File: config.mk
export PLATFORM = sky130hd
export DESIGN_NAME = run_length_to_bitmap_line
export DESIGN_NICKNAME = d
export VERILOG_FILES = /design/src/sv/rlbm_pkg.sv /design/src/sv/rlbm_front.sv /design/src/sv/rlbm_queue.sv /design/src/sv/rlbm_back.sv /design/src/sv/run_length_to_bitmap_line.sv
export SDC_FILE = /design/constraint.sdc
export NUM_CORES = 1
export LEC_CHECK = 0
export BUFFER_PORTS_ARGS = -buffer_cell sky130_fd_sc_hd__clkbuf_2
export CAP_MARGIN = 10
export CORE_MARGIN = 2
export CORE_UTILIZATION = 40
export CTS_CLUSTER_SIZE = 25
export DETAILED_ROUTE_END_ITERATION = 6
export PLACE_DENSITY = 0.67
export SYNTH_ARGS = -nofsm -noshare
export SYNTH_HDL_FRONTEND = slang
export SYNTH_HIERARCHICAL = 1
export SYNTH_SLANG_ARGS = --single-unit
File: constraint.sdc
create_clock -name clk -period 36.3 [get_ports clk]
set_input_delay 1.815 -clock clk [delete_from_list [all_inputs] [get_ports clk]]
set_output_delay 1.815 -clock clk [all_outputs]
set_load 0.05 [all_outputs]
File: src/sv/rlbm_pkg.sv
// rlbm_pkg: types, constants and register indexes of the run-length to bitmap line block
// used by every module of the block; depends on nothing
`timescale 1ns / 1ps

package rlbm_pkg;

  // defaults of the top-level parameters
  localparam int unsigned DEF_MAX_LINE_WIDTH = 2048;
  localparam int unsigned DEF_MAX_PAGE_ROWS  = 4096;

  localparam int unsigned WORD_W      = 32;
  localparam int unsigned RESULT_CAP  = 64;
  localparam int unsigned QUEUE_DEPTH = 2;

  // configuration register indexes
  localparam logic [2:0] REG_LINE_WIDTH      = 3'd0;
  localparam logic [2:0] REG_PAGE_HEIGHT     = 3'd1;
  localparam logic [2:0] REG_INVERT_COLORS   = 3'd2;
  localparam logic [2:0] REG_FINE_RESOLUTION = 3'd3;
  localparam logic [2:0] REG_STRIP_FIRST_ROW = 3'd4;

  // reset values of the configuration registers
  localparam logic [11:0] RST_LINE_WIDTH  = 12'd1728;
  localparam logic [12:0] RST_PAGE_HEIGHT = 13'd2339;

  typedef struct packed {
    logic [15:0] run_length;
    logic [11:0] row_in_strip;
    logic        line_start;
  } item_t;

  typedef struct packed {
    logic [31:0] pixel_word;
    logic [5:0]  word_index;
    logic [12:0] output_row;
    logic        also_next_row;
    logic        line_complete;
    logic        last_of_item;
  } result_t;

  typedef struct packed {
    logic [11:0] line_width;
    logic [12:0] page_height;
    logic        invert_colors;
    logic        fine_resolution;
    logic [11:0] strip_first_row;
  } cfg_t;

  // one item's output work, handed from front to back
  typedef struct packed {
    logic        head_valid;
    logic [31:0] head_word;
    logic        tail_valid;
    logic [31:0] tail_word;
    logic        fill_color;
    logic [5:0]  last_idx;
    logic [5:0]  first_index;
    logic [12:0] output_row;
    logic        also_next_row;
    logic        line_end;
  } cmd_t;

endpackage

File: src/sv/rlbm_front.sv
// rlbm_front: takes runs, keeps packing state, turns each run into at most one command
// depends on rlbm_pkg
`timescale 1ns / 1ps

module rlbm_front #(
  parameter int unsigned MAX_LINE_WIDTH = rlbm_pkg::DEF_MAX_LINE_WIDTH,
  parameter int unsigned MAX_PAGE_ROWS  = rlbm_pkg::DEF_MAX_PAGE_ROWS
) (
  input  logic           clk,
  input  logic           rst,
  input  rlbm_pkg::cfg_t  cfg,
  input  rlbm_pkg::item_t item,
  input  logic           accept,
  output rlbm_pkg::cmd_t  cmd,
  output logic           cmd_push
);
  import rlbm_pkg::*;

  logic [31:0] partial_word, partial_word_next;
  logic [4:0]  bits_filled, bits_filled_next;
  logic        current_color, current_color_next;
  logic [11:0] pixels_done, pixels_done_next;
  logic [6:0]  words_written, words_written_next;
  logic        line_active, line_active_next;
  logic [12:0] current_row, current_row_next;

  // state as seen after a line start
  logic [31:0] pw0;
  logic [4:0]  bf0;
  logic        col0;
  logic [11:0] pd0;
  logic [6:0]  ws0;
  logic        act0;
  logic [12:0] row0;

  logic [12:0] row_sum;
  logic [11:0] w_eff;
  logic        row_ok;
  logic [16:0] tot, sum, rem, fills, total;
  logic        over, at_end, ended, head, tail;
  logic [31:0] mask, merged, fill_word;
  logic [4:0]  bf_new;
  logic [6:0]  cnt;

  always_comb begin
    row_sum = 13'(item.row_in_strip) + 13'(cfg.strip_first_row);
    w_eff   = (int'(cfg.line_width) < int'(MAX_LINE_WIDTH)) ? cfg.line_width
                                                            : 12'(MAX_LINE_WIDTH);
    row_ok  = (row_sum < cfg.page_height) && (int'(row_sum) < int'(MAX_PAGE_ROWS)) &&
              (w_eff != '0);

    pw0  = partial_word;
    bf0  = bits_filled;
    col0 = current_color;
    pd0  = pixels_done;
    ws0  = words_written;
    act0 = line_active;
    row0 = current_row;
    if (item.line_start) begin
      act0 = row_ok;
      if (row_ok) begin
        pw0  = '0;
        bf0  = '0;
        col0 = cfg.invert_colors;
        pd0  = '0;
        ws0  = '0;
        row0 = row_sum;
      end
    end

    tot    = 17'(pd0) + 17'(item.run_length);
    over   = tot > 17'(w_eff);
    at_end = tot == 17'(w_eff);
    ended  = over || at_end;

    // colour the bits past the fill point with the run's colour
    mask      = 32'hFFFF_FFFF >> bf0;
    merged    = col0 ? (pw0 | mask) : (pw0 & ~mask);
    fill_word = {WORD_W{col0}};

    sum    = 17'(bf0) + 17'(item.run_length);
    head   = !over && (sum >= 17'(WORD_W));
    rem    = sum - 17'(WORD_W);
    fills  = head ? (rem >> 5) : '0;
    bf_new = head ? rem[4:0] : sum[4:0];
    tail   = ended && (over ? (bf0 != '0) : (bf_new != '0));

    total = 17'(head) + fills + 17'(tail);
    cnt   = (total > 17'(RESULT_CAP)) ? 7'(RESULT_CAP) : total[6:0];

    cmd.head_valid    = head;
    cmd.head_word     = merged;
    cmd.tail_valid    = tail && (total <= 17'(RESULT_CAP));
    cmd.tail_word     = over ? pw0 : (head ? fill_word : merged);
    cmd.fill_color    = col0;
    cmd.last_idx      = 6'(cnt - 7'd1);
    cmd.first_index   = ws0[5:0];
    cmd.output_row    = cfg.fine_resolution ? row0 : {row0[11:0], 1'b0};
    cmd.also_next_row = !cfg.fine_resolution;
    cmd.line_end      = ended;

    cmd_push = accept && act0 && (cnt != '0);

    partial_word_next  = pw0;
    bits_filled_next   = bf0;
    current_color_next = col0;
    pixels_done_next   = pd0;
    words_written_next = ws0;
    line_active_next   = act0;
    current_row_next   = row0;
    if (act0) begin
      line_active_next   = !ended;
      bits_filled_next   = ended ? '0 : bf_new;
      words_written_next = ws0 + cnt;
      if (!over) begin
        pixels_done_next   = tot[11:0];
        current_color_next = ~col0;
        partial_word_next  = head ? fill_word : merged;
      end
    end
  end

  always_ff @(posedge clk) begin
    if (rst) begin
      partial_word  <= '0;
      bits_filled   <= '0;
      current_color <= 1'b0;
      pixels_done   <= '0;
      words_written <= '0;
      line_active   <= 1'b0;
      current_row   <= '0;
    end else if (accept) begin
      partial_word  <= partial_word_next;
      bits_filled   <= bits_filled_next;
      current_color <= current_color_next;
      pixels_done   <= pixels_done_next;
      words_written <= words_written_next;
      line_active   <= line_active_next;
      current_row   <= current_row_next;
    end
  end

endmodule

File: src/sv/rlbm_queue.sv
// rlbm_queue: short command queue between front and back
// depends on rlbm_pkg
`timescale 1ns / 1ps

module rlbm_queue (
  input  logic          clk,
  input  logic          rst,
  input  logic          push,
  input  rlbm_pkg::cmd_t wdata,
  input  logic          pop,
  output rlbm_pkg::cmd_t rdata,
  output logic          q_empty,
  output logic          q_full
);
  import rlbm_pkg::*;

  localparam int unsigned PtrW = (QUEUE_DEPTH > 1) ? $clog2(QUEUE_DEPTH) : 1;
  localparam int unsigned CntW = $clog2(QUEUE_DEPTH + 1);

  cmd_t            entries [QUEUE_DEPTH];
  logic [PtrW-1:0] wr_ptr, rd_ptr;
  logic [CntW-1:0] count;
  logic            do_push, do_pop;

  assign q_empty = (count == '0);
  assign q_full  = (count == CntW'(QUEUE_DEPTH));
  assign rdata   = entries[rd_ptr];
  assign do_push = push && !q_full;
  assign do_pop  = pop && !q_empty;

  always_ff @(posedge clk) begin
    if (do_push) begin
      entries[wr_ptr] <= wdata;
    end
  end

  always_ff @(posedge clk) begin
    if (rst) begin
      wr_ptr <= '0;
      rd_ptr <= '0;
      count  <= '0;
    end else begin
      if (do_push) begin
        wr_ptr <= (wr_ptr == PtrW'(QUEUE_DEPTH - 1)) ? '0 : wr_ptr + 1'b1;
      end
      if (do_pop) begin
        rd_ptr <= (rd_ptr == PtrW'(QUEUE_DEPTH - 1)) ? '0 : rd_ptr + 1'b1;
      end
      if (do_push && !do_pop) begin
        count <= count + 1'b1;
      end else if (do_pop && !do_push) begin
        count <= count - 1'b1;
      end
    end
  end

endmodule

File: src/sv/rlbm_back.sv
// rlbm_back: walks one command word by word into the output register
// depends on rlbm_pkg
`timescale 1ns / 1ps

module rlbm_back (
  input  logic             clk,
  input  logic             rst,
  input  rlbm_pkg::cmd_t    cmd,
  input  logic             cmd_valid,
  output logic             cmd_pop,
  input  logic             pop,
  output rlbm_pkg::result_t result,
  output logic             empty
);
  import rlbm_pkg::*;

  logic [5:0]  idx;
  logic        out_valid;
  logic        can_load, load, last;
  logic [31:0] word;

  always_comb begin
    can_load = !out_valid || pop;
    load     = cmd_valid && can_load;
    last     = (idx == cmd.last_idx);
    // head word first, tail word last, solid fill in between
    if (idx == '0 && cmd.head_valid) begin
      word = cmd.head_word;
    end else if (last && cmd.tail_valid) begin
      word = cmd.tail_word;
    end else begin
      word = {WORD_W{cmd.fill_color}};
    end
    cmd_pop = load && last;
    empty   = !out_valid;
  end

  always_ff @(posedge clk) begin
    if (rst) begin
      out_valid <= 1'b0;
      idx       <= '0;
    end else if (load) begin
      out_valid <= 1'b1;
      idx       <= last ? '0 : idx + 1'b1;
    end else if (pop) begin
      out_valid <= 1'b0;
    end
  end

  always_ff @(posedge clk) begin
    if (load) begin
      result.pixel_word    <= word;
      result.word_index    <= cmd.first_index + idx;
      result.output_row    <= cmd.output_row;
      result.also_next_row <= cmd.also_next_row;
      result.line_complete <= last && cmd.line_end;
      result.last_of_item  <= last;
    end
  end

endmodule

File: src/sv/run_length_to_bitmap_line.sv
// run_length_to_bitmap_line: top level, configuration registers, front/queue/back wiring
// depends on rlbm_pkg, rlbm_front, rlbm_queue, rlbm_back
`timescale 1ns / 1ps

// usage
// - input side is a queue: drive item and raise push; the run is taken at an edge
//   where push is high and full is low; runs of a line alternate colour from line start
// - result side is a queue: while empty is low the oldest packed word sits on result;
//   it is taken at an edge where pop is high
// - configuration: cfg_valid/cfg_ready with cfg_index and cfg_data; cfg_ready is always
//   high; write only while the block is idle
// flow and throughput
// - a run is classified in the cycle it is taken; its command passes the command queue
//   and the back end's output register before its first word shows on result, then
//   one word per cycle follows while pop keeps up
// - one run per cycle is taken while the two-entry command queue has room; a run
//   with no word pushes no command, one with words holds the back end to its last word
// reset
// - registers return to their defaults, no line is open, queue and output are empty
// stall
// - with pop low the output register holds its word, the back end waits, the queue
//   fills and full rises; nothing is dropped
module run_length_to_bitmap_line #(
  parameter int unsigned MAX_LINE_WIDTH = rlbm_pkg::DEF_MAX_LINE_WIDTH,
  parameter int unsigned MAX_PAGE_ROWS  = rlbm_pkg::DEF_MAX_PAGE_ROWS
) (
  input  logic             clk,
  input  logic             rst,
  // run input
  input  rlbm_pkg::item_t   item,
  input  logic             push,
  output logic             full,
  // word output
  output rlbm_pkg::result_t result,
  output logic             empty,
  input  logic             pop,
  // configuration writes
  input  logic             cfg_valid,
  output logic             cfg_ready,
  input  logic [2:0]       cfg_index,
  input  logic [31:0]      cfg_data
);
  import rlbm_pkg::*;

  cfg_t cfg;
  cmd_t cmd_in, cmd_out;
  logic accept, cmd_push, cmd_pop, q_empty;

  // configuration registers, read live by the front end
  assign cfg_ready = 1'b1;

  always_ff @(posedge clk) begin
    if (rst) begin
      cfg.line_width      <= RST_LINE_WIDTH;
      cfg.page_height     <= RST_PAGE_HEIGHT;
      cfg.invert_colors   <= 1'b0;
      cfg.fine_resolution <= 1'b0;
      cfg.strip_first_row <= '0;
    end else if (cfg_valid && cfg_ready) begin
      unique case (cfg_index)
        REG_LINE_WIDTH:      cfg.line_width      <= cfg_data[11:0];
        REG_PAGE_HEIGHT:     cfg.page_height     <= cfg_data[12:0];
        REG_INVERT_COLORS:   cfg.invert_colors   <= cfg_data[0];
        REG_FINE_RESOLUTION: cfg.fine_resolution <= cfg_data[0];
        REG_STRIP_FIRST_ROW: cfg.strip_first_row <= cfg_data[11:0];
        default: ; // unmapped index, write ignored
      endcase
    end
  end

  // the front takes a run whenever the command queue has a free slot
  assign accept = push && !full;

  rlbm_front #(
    .MAX_LINE_WIDTH(MAX_LINE_WIDTH),
    .MAX_PAGE_ROWS (MAX_PAGE_ROWS)
  ) u_front (
    .clk     (clk),
    .rst     (rst),
    .cfg     (cfg),
    .item    (item),
    .accept  (accept),
    .cmd     (cmd_in),
    .cmd_push(cmd_push)
  );

  // commands wait here so front and back stall independently
  rlbm_queue u_queue (
    .clk    (clk),
    .rst    (rst),
    .push   (cmd_push),
    .wdata  (cmd_in),
    .pop    (cmd_pop),
    .rdata  (cmd_out),
    .q_empty(q_empty),
    .q_full (full)
  );

  // back end: head, fill and tail words, one per cycle to the output while pop keeps up
  rlbm_back u_back (
    .clk      (clk),
    .rst      (rst),
    .cmd      (cmd_out),
    .cmd_valid(!q_empty),
    .cmd_pop  (cmd_pop),
    .pop      (pop),
    .result   (result),
    .empty    (empty)
  );

  // a full queue means the back end has a word waiting at the output
  a_full_has_output: assert property (@(posedge clk) disable iff (rst)
    full |-> !empty)
    else $error("command queue full with no word at the output");

  // end of line only marks an item's final word
  a_line_end_is_last: assert property (@(posedge clk) disable iff (rst)
    (!empty && result.line_complete) |-> result.last_of_item)
    else $error("line_complete on a word that is not the last of its item");

  // words of one item follow back to back with consecutive positions
  a_index_steps: assert property (@(posedge clk) disable iff (rst)
    (!empty && pop && !result.last_of_item) |=>
      (!empty && result.word_index == 6'($past(result.word_index) + 6'd1)))
    else $error("word positions within an item are not consecutive");

endmodule

# Yosys cells after proc, flatten, opt, wreduce, memory -nomap -nowiden
# Memories as Yosys holds them, arrays and structs flattened. A register that Yosys moved wholly into a read port is not among the register bits.
# Index checks and enable logic that the tools add are counted.
dict set report word_totals {
  output_inout_bits 57
  mem_count 1
  inputBits 69
  latch_bits 0
  ff_bits 175
  mem_bits_rw 188
  romBits 0
  elab_cells 142
}
# memory words word_bits read_ports rd_ports_with_merged_regs wr line
set memory_table {}
lappend memory_table {u_queue.entries 2 94 1 1 1 rlbm_queue.sv:20} ;# cmd_t entries [QUEUE_DEPTH];
dict set report op_classes {
  div 0
  n_eq_ne 7
  mul 0
  shift 1
  n_reduce_logical 41
  order_cmp 7
  muxes 44
  bitwise_logic 4
  n_addsub 14
}
# operator n
set ops {}
lappend ops {{32-bit two-way mux} 8}
lappend ops {{12-bit two-way mux} 6}
lappend ops {{13-bit two-way mux} 3}
lappend ops {{32-bit AND} 1}
lappend ops {{32-bit NOT} 1}
lappend ops {{32-bit OR} 1}
lappend ops {{32-bit by 5-bit right shift with 32-bit output (first input constant)} 1}
lappend ops {{7-bit two-way mux} 4}
lappend ops {{5-bit two-way mux} 5}
lappend ops {{1-bit by 17-bit adder with 17-bit output} 1}
lappend ops {{12-bit by 16-bit adder with 17-bit output} 1}
lappend ops {{17-bit by 1-bit adder with 17-bit output} 1}
lappend ops {{5-bit by 16-bit adder with 17-bit output} 1}
lappend ops {{17-bit by 12-bit == test with 1-bit output} 1}
lappend ops {{17-bit by 6-bit >= comparator with 1-bit output (second input constant)} 1}
lappend ops {{17-bit by 12-bit > comparator with 1-bit output} 1}
lappend ops {{17-bit by 7-bit > comparator with 1-bit output (second input constant)} 1}
lappend ops {{17-bit by 7-bit <= comparator with 1-bit output (second input constant)} 1}
lappend ops {{1-bit logical AND} 17}
lappend ops {{17-bit by 6-bit subtractor with 17-bit output (second input constant)} 1}
lappend ops {{1-bit two-way mux} 15}
lappend ops {{12-bit by 12-bit adder with 13-bit output} 1}
lappend ops {{13-bit < comparator} 1}
lappend ops {{13-bit < comparator (second input constant)} 1}
lappend ops {{26 further kinds} 43}

# Longest topological paths before layout
# Gate-level depths: netlist (run 1).
dict set report logic_depth {
  word_depth 24
  depth_mapped 60
  depth_no_buf 55
}

# By module
# The synthesis (run 1) kept the hierarchy.
# module area_each_um2 n_inst seq_area_each_um2 cells_each
set modules_own_cells {}
lappend modules_own_cells {rlbm_front 7851.3 1 1401.3 1022}
lappend modules_own_cells {rlbm_queue 7011.7 1 5745.5 317}
lappend modules_own_cells {rlbm_back 2697.6 1 1761.7 176}
lappend modules_own_cells {run_length_to_bitmap_line 1667.8 1 780.7 161}

# Worst setup path before layout (run 1)
# Ideal clock, no wire load.
dict set report synth_path {
  kind {input to register}
  start {in item[1] (netlist name)}
  end {mem u_queue/entries[1][0] (netlist name) (enable)}
  path_stages 54
  path_buffers 6
  arrival_ps 13078
  required_ps 35836
  setup_time_ps 464
  path_slack_ps 22758
  path_cell_list {ha_1 inv_1 fa_1 nor2b_1 o21ai_0 a21boi_0 o21ai_0 a21boi_0 o21ai_0 and2_1 inv_1 clkbuf_1 buf_1 ha_1 and4_1 a21oi_1 nand3_1 o21ba_2 (+18 left out) o21a_1 nand2_1 nor2_1 ha_1 inv_1 a21oi_1 nand4_1 nor4b_1 nand4_1 a32oi_4 a21oi_4 nor2b_1 inv_1 ha_1 a41oi_1 inv_1 nor2_1 and2_1}
}
dict set report synth_between {
  elab_chain_len 22
  elab_cells_between_ends 35
  classes_between {6 x add/sub; 5 x order compare; 1 x eq/ne; 11 x mux; 12 x reduce/logical}
}
# element line
set synth_rtl {}
lappend synth_rtl {{from (decl)} run_length_to_bitmap_line.sv:30} ;# input rlbm_pkg::item_t item,
lappend synth_rtl {{12-bit by 12-bit adder with 13-bit output *} rlbm_front.sv:46} ;# row_sum = 13'(item.row_in_strip) + 13'(cfg.strip_first_row);
lappend synth_rtl {{13-bit < comparator} rlbm_front.sv:49} ;# row_ok = (row_sum < cfg.page_height) && (int'(row_sum) < int'(MAX_PAGE_ROWS)) &&
lappend synth_rtl {{1-bit logical AND * (2 in series)} rlbm_front.sv:49}
lappend synth_rtl {{parallel branches: the longest is 14 deep, another holds 12-bit by 16-bit adder with 17-bit output} -}
lappend synth_rtl {{1-bit logical AND *} rlbm_front.sv:102} ;# cmd_push = accept && act0 && (cnt != '0);
lappend synth_rtl {{via cmd_push} run_length_to_bitmap_line.sv:47} ;# logic accept, cmd_push, cmd_pop, q_empty;
lappend synth_rtl {{1-bit logical AND *} rlbm_queue.sv:28} ;# assign do_push = push && !q_full;
lappend synth_rtl {{via u_queue.do_push} rlbm_queue.sv:23} ;# logic do_push, do_pop;
lappend synth_rtl {{1-bit two-way mux *} rlbm_queue.sv:32} ;# if (do_push) begin
lappend synth_rtl {{1-bit two-way mux (implied by the code) *} rlbm_queue.sv:33} ;# entries[wr_ptr] <= wdata;
lappend synth_rtl {{to (decl)} rlbm_queue.sv:20}
# Mark *: on every way through the listed nets, which the timed path passes.

# Final worst setup path (run 1)
dict set report layout_path {
  start {in item[1] (netlist name)}
  end {mem u_queue/entries[0][2] (netlist name) (enable)}
}
dict set report layout_between {
  elab_chain_len 22
  elab_cells_between_ends 35
  classes_between {6 x add/sub; 5 x order compare; 1 x eq/ne; 11 x mux; 12 x reduce/logical}
}
# element line
set layout_rtl {}
lappend layout_rtl {{12-bit by 12-bit adder with 13-bit output *} rlbm_front.sv:46}
lappend layout_rtl {{13-bit < comparator} rlbm_front.sv:49}
lappend layout_rtl {{1-bit logical AND * (2 in series)} rlbm_front.sv:49}
lappend layout_rtl {{parallel branches: the longest is 14 deep, another holds 12-bit by 16-bit adder with 17-bit output} -}
lappend layout_rtl {{1-bit logical AND *} rlbm_front.sv:102}
lappend layout_rtl {{via cmd_push} run_length_to_bitmap_line.sv:47}
lappend layout_rtl {{1-bit logical AND *} rlbm_queue.sv:28}
lappend layout_rtl {{1-bit two-way mux *} rlbm_queue.sv:32}
lappend layout_rtl {{1-bit two-way mux (implied by the code) *} rlbm_queue.sv:33}
# Marks and branches as above.

==> results.md, run 1 <==
* Seq/Total Area, Yosys at 0.504
* Pre-Repair DR Iteration Count at 7
* Layout cell share with drive strength beyond 1 at 0.198
* Clock Latency Late Sink at 550 ps
* Placed Instance Area at 20100 um^2
* Setup Total Neg Slack at 0 ps
* Status: finished clean
* Post-route minimum period at 14770 ps
* Ant diodes at 0
* Min-delay worst type: reg2reg
* Nets at between 1500 and 2000
* Static Leak at 8.24 nW
* Worst r2r src: cfg[0]$_SDFFE_PP0P_
* Leading cell type in the layout, fill and taps excluded: edfxtp_1
* RSZ-0062 raised after global routing: no
* TritonCTS clock tree: built
* Worst Path Required at ~36000 ps
* Final hold violation count at 0
* Last weighted congestion value of the routability-driven placer at 0.826
* Mapped Cells at between 1500 and 2000
* Clock-pin slew on the worst setup and hold paths at around 60 ps
* Iteration-0 DRC Markers at slightly above 1000
* Synth Area per Inst at approximately 11 um^2
* Critical Path AT at 14940 ps
* CP endpoint kind: flop
* Min-delay src: u_front/words_written[4]$_SDFFE_PP0P_
* Port buffer count at between 100 and 150
* # rows at 80
* I/O pins at roughly 130
* Synth Cell Area at 19200 um^2
* Clock buffer depth at 3
* Core area at 47500 um^2
* # setup viols final at 0
* DR WL/cell at 19.1 um
* Gr usage total at 0.180
* R2R Setup Slk at around 23000 ps
* FF-to-FF End: u_queue/entries[0][2]$_DFFE_PP_
* Predominant post-synthesis flop cell: edfxtp_1
* HPWL after detailed placement at between 30000 and 40000 um
* Drt drc at 0
* Largest net degree at the start of global routing at 100
* CTS sink count at ~360
* Cts hold-fix bufs at 0
* Async set-reset flop share out of synthesis at 0
* Via density per instance at around 5.7
* Die Wd at ~220 um
* Antenna-violating nets left at 0
* Slew Viols, Final at 0
* Post-CTS resize count at 0
* Initial Util at 0.404
* WS Path Type: in2reg
* Area grow syn2layout at 11.7%
* Number of enable flip-flop cells after synthesis at about 240
* Crit path launch type: input pin
* Final worst path period share at 0.407
* Finished Layout Cells at 2387
* Net count after synthesis at around 1800
* Total CTS buffers at just over 40
* Yosys warnings at 6
* Distinct cells, synth at 100
* Number of global-route vias before repair at ~13000
* PwrDens at around 44 nW/um^2
* Worst slew pin tran at 1040 ps
* Slowest CP cell: nor4_1
* Slew headroom at 0.298
* Clk root buf: clkbuf_16
* Worst Hold Depth at 2
* Commonest non-fill, non-tap cells in the layout: edfxtp_1, dfxtp_1, clkbuf_2, nand2_1, mux2_2
* Final wirelength at approximately 46000 um
* Number of max-cap violations at 0
* Hold EP: u_front/words_written[4]$_SDFFE_PP0P_
* Final instance area at about 21000 um^2
* CP max FO at 60
* Placed cell count at about 2300
* Htree depth at 2
* Clk_skew at approximately 18 ps
* R2R cell count at 53
* VDD IR max at 0.0226 mV
* Most used cell, CP: ha_1
* First-pass GRT wire length at about 70000 um
* Worst path top cell family by delay: simple AND/OR/NAND/NOR gates
* Post-CTS Setup Inserts at 0
* Fmax at just under 0.07 GHz
* Remaining global-route overflow at 0
* DIE HEIGHT at around 220 um
* Die area at roughly 50000 um^2
* CP peak stage delay at about 850 ps
* Vias at roughly 14000
* Initial antenna violation count at 1
* Seq cells post-synth at approximately 360
* WP buf/inv at 12
[cell usage after synthesis, drive strengths merged, types with 8 or more instances]
master	number	area (um^2)
o21ai	47	246
xnor2	40	365
nand2	104	390
nor2b	14	90.1
nand2b	62	388
a21o	25	189
nor2	94	358
ha	71	888
o211ai	15	113
a221o	58	583
buf	46	363
mux2i	60	601
and2	33	208
a31oi	29	181
o21a	13	98.9
a2111oi	10	90.1
a211o	8	71.3
and3	11	68.8
o21ba	16	160
a21oi	79	407
nor3	15	75.1
clkbuf	58	218
dfxtp	121	2420
xor2	21	184
mux2	100	1130
nand3	27	135
nand4	19	131
o21bai	19	143
inv	72	270
a22oi	13	97.6
a211oi	18	140
edfxtp	242	7270
o211a	9	90.1
[kinds of logic after synthesis]
family / count (synthesis) / share of synthesized area
other: 1 / 0.000195
flip-flops: 363 / 0.504
multiplexers: 161 / 0.0912
AND/OR/NAND/NOR: 422 / 0.115
buffers and inverters: 177 / 0.0448
AO/OA/AOI/OAI: 414 / 0.164
XOR/XNOR: 62 / 0.0297
adder cells (fa/ha/maj): 76 / 0.0514
[flip-flops by register name, indices dropped and copies added (netlist names), named ones only]
name	flops
u_queue/entries	188
u_back/result	54
cfg	39
u_front/partial_word	32
u_front/current_row	13
u_front/pixels_done	12
u_back/idx	6
u_front/words_written	6
u_front/bits_filled	5
u_queue/count	2
u_back/out_valid	1
u_front/current_color	1
u_front/line_active	1
u_queue/rd_ptr	1
u_queue/wr_ptr	1
[through the flow]
step                      hold slack [ps]  utilization  setup WS (ps)  power, mW
after detailed placement              441        0.423          21190      0.548
after CTS                             446        0.452          21660      0.963
after global placement                435        0.423          21300      0.545
final                                 445        0.452          21530      0.953
after global routing                  468        0.452          20560      0.988
after floorplan                       427            -          22760      0.523
[report_power, final]
part	switching (mW)	internal, mW
clock	0.164	0.249
combinational	0.0564	0.0295
sequential	0.00454	0.449
[tightest hold or removal path, cell delays in order, from the launching register on]
cell and delay (ps):
dfxtp_1 300, nand2_1 50, a21oi_1 50
[worst max path at each step]
stage / startpoint / to / slack [ps] / cells after the start
5_1_grt: item[1] / u_queue/entries[0][2]$_DFFE_PP_ / 20560 / 55
6_report: item[1] / u_queue/entries[0][2]$_DFFE_PP_ / 21530 / 54
4_1_cts: item[1] / u_queue/entries[0][11]$_DFFE_PP_ / 21660 / 54
2_1_floorplan: item[1] / u_queue/entries[1][0]$_DFFE_PP_ / 22760 / 54
3_3_place_gp: item[1] / u_queue/entries[0][35]$_DFFE_PP_ / 21300 / 54
3_5_place_dp: item[1] / u_queue/entries[0][2]$_DFFE_PP_ / 21190 / 54
[layer usage]
metal / track usage / routed length [um] / vias up
met5: 0 / 13 / -
met4: 0.0566 / 1040 / 2
met3: 0.0319 / 2730 / 76
met2: 0.302 / 22000 / 404
met1: 0.236 / 19800 / 6586
li1: - / - / 6433
[final cells by class]
cell class / count / area [um^2]
tap: 615 / 769
sequential: 363 / 9690
clock inverter: 17 / 164
fill: 4292 / 26100
clock buffer: 59 / 1190
timing repair buffer: 125 / 678
inverter: 72 / 272
multi-input combinational: 1136 / 8720
No activity file was read; power rests on OpenSTA's default activity.
==> run 2, diff against run 1 <==
--- a/config.mk
+++ b/config.mk
@@ -11,7 +11,7 @@
 export CORE_UTILIZATION = 40
 export CTS_CLUSTER_SIZE = 25
 export DETAILED_ROUTE_END_ITERATION = 6
-export PLACE_DENSITY = 0.67
+export PLACE_DENSITY = 0.69
 export SYNTH_ARGS = -nofsm -noshare
 export SYNTH_HDL_FRONTEND = slang
 export SYNTH_HIERARCHICAL = 1
==> constraint.sdc (replaced) <==
create_clock -name clk -period 12.5 [get_ports clk]
set_input_delay 0.625 -clock clk [delete_from_list [all_inputs] [get_ports clk]]
set_output_delay 0.625 -clock clk [all_outputs]
set_load 0.05 [all_outputs]
==> run 2 against run 1 <==
Final cell count barely moved. Non-clock buffer count is 5 higher. First-iteration DRC count is 28% higher.
==> results.md, run 2 (synthesized netlist as in run 1, its figures left out) <==
* Layout cell share with drive strength beyond 1 at 0.203 (+0.00541)
* Ant diodes at 0 (unchanged)
* Drt drc at 0 (unchanged)
* Pre-Repair DR Iteration Count at 5 (-2)
* DR WL/cell at 19.5 um (+2.3%)
* Placed Instance Area at 20200 um^2 (+0.24%)
* Number of max-cap violations at 0 (unchanged)
* Total CTS buffers at 39 (-4.9%)
* Initial Util at 0.404 (unchanged)
* Slew headroom at 0.345 (+0.0475)
* Top flop regs: u_queue/entries: 188 flops, u_back/result: 54 flops, cfg: 39 flops
* Post-CTS Setup Inserts at 0 (unchanged)
* Clock Latency Late Sink at 560 ps (about the same)
* CP endpoint kind: flop
* DIE HEIGHT at 223 um (unchanged)
* Post-CTS resize count at 0 (unchanged)
* Final instance area at 21500 um^2 (+0.15%)
* TritonCTS clock tree: built
* Initial antenna violation count at 1 (unchanged)
* Most flops, register: u_queue/entries
* Worst Path Required at 12720 ps (-23750 ps)
* Clk root buf: clkbuf_16
* CP peak stage delay at 430 ps (-420 ps)
* Status: finished clean
* # rows at 80 (unchanged)
* Static Leak at 8.25 nW (+0.13%)
* Min-delay worst type: in2reg
* HPWL after detailed placement at 30900 um (+1.8%)
* Critical Path AT at 11770 ps (-3170 ps)
* I/O pins at 126 (unchanged)
* VDD IR max at 0.0768 mV (+240%)
* WP buf/inv at 8 (-4)
* Largest net degree at the start of global routing at 90 (-10%)
* CTS sink count at 363 (unchanged)
* Worst slew pin tran at 980 ps (-63.7 ps)
* Number of flip-flops in the largest register at 188 (unchanged)
* Antenna-violating nets left at 0 (unchanged)
* Last weighted congestion value of the routability-driven placer at 0.886 (+7.2%)
* # setup viols final at 0 (unchanged)
* CP max FO at 40 (-33%)
* PwrDens at 127 nW/um^2 (+190%)
* Crit path launch type: flop
* Most used cell, CP: ha_1
* Clock-pin slew on the worst setup and hold paths at 60 ps (about the same)
* Commonest non-fill, non-tap cells in the layout: edfxtp_1, dfxtp_1, clkbuf_2, nand2_1, mux2_2
* Slowest CP cell: or3_1
* Core area at 47500 um^2 (unchanged)
* Worst path top cell family by delay: compound AO/OA/AOI/OAI gates
* Iteration-0 DRC Markers at 1289 (+28%)
* Slew Viols, Final at 0 (unchanged)
* Nets at 1889 (+0.27%)
* Setup Total Neg Slack at 0 ps (unchanged)
* Number of global-route vias before repair at 13100 (-0.24%)
* Final hold violation count at 0 (unchanged)
* Final wirelength at 46700 um (+2.4%)
* Vias at 13700 (+1.6%)
* Die area at 49800 um^2 (unchanged)
* First-pass GRT wire length at 72600 um (+1.5%)
* Area grow syn2layout at 11.9%
* Post-route minimum period at between 10000 and 15000 ps
* Gr usage total at 0.183 (+0.00291)
* Final worst path period share at 0.924
* Cts hold-fix bufs at 0 (unchanged)
* Remaining global-route overflow at 0 (unchanged)
* Clock buffer depth at 3 (unchanged)
* Fmax at about 0.087 GHz
* Leading cell type in the layout, fill and taps excluded: edfxtp_1
* Port buffer count at 105 (unchanged)
* Die Wd at 223 um (unchanged)
* Htree depth at 2 (unchanged)
* RSZ-0062 raised after global routing: no
* WS Path Type: reg2reg
* Clk_skew at 21.1 ps (+3.08 ps)
* Via density per instance at 5.74 (+1.5%)
==> run 2: path summary, 6_finish.rpt <==
check                                                           start                                     to  slack [ps]  cells after the start
worst min register to register  u_front/words_written[4]$_SDFFE_PP0P_  u_front/words_written[4]$_SDFFE_PP0P_         450                      2
worst max register to register                    cfg[0]$_SDFFE_PP0P_       u_queue/entries[0][78]$_DFFE_PP_         950                     54
worst max-delay path                              cfg[0]$_SDFFE_PP0P_       u_queue/entries[0][78]$_DFFE_PP_         950                     54
worst min-delay path                                      cfg_data[9]                   cfg[36]$_SDFFE_PP1P_         370                      3
==> run 2: tightest hold or removal path, stage by stage <==
cell and delay [ps]:
clkbuf_2 100, nor2_1 40, mux2i_1 100
==> run 2: report_power, final <==
| group | total [mW] | internal (mW) | switching [mW] |
|---|---|---|---|
| Combinational | 0.253 | 0.0866 | 0.166 |
| Sequential | 1.32 | 1.30 | 0.0134 |
| Clock | 1.16 | 0.688 | 0.474 |
| Total | 2.73 | 2.08 | 0.654 |
==> run 2: final cells by class <==
class	count	area (um^2)
Tap cell	615	769
Clock inverter	18	183
Multi-Input combinational cell	1138	8740
Sequential cell	363	9690
Timing Repair Buffer	130	741
Clock buffer	53	1110
Inverter	72	275
Fill cell	4300	26000
==> run 2: through the flow <==
stage | std cells | worst slack (ps) | hold slack (ps) | util | power, mW
final | 2389 | 954 | 368 | 0.452 | 2.73
after detailed placement | 2316 | 409 | 444 | 0.424 | 1.59
after CTS | 2387 | 774 | 351 | 0.452 | 2.76
after floorplan | 1676 | 148 | 427 | - | 1.52
after global routing | 2389 | 7.11 | 388 | 0.452 | 2.83
after global placement | 2316 | 782 | 434 | 0.424 | 1.58
==> run 2: layer usage <==
layer,GRT usage,part of all wire,vias up
met4,0.0632,0.029,0
li1,-,-,6434
met5,0,0,-
met3,0.0328,0.065,95
met1,0.241,0.42,6706
met2,0.303,0.48,486
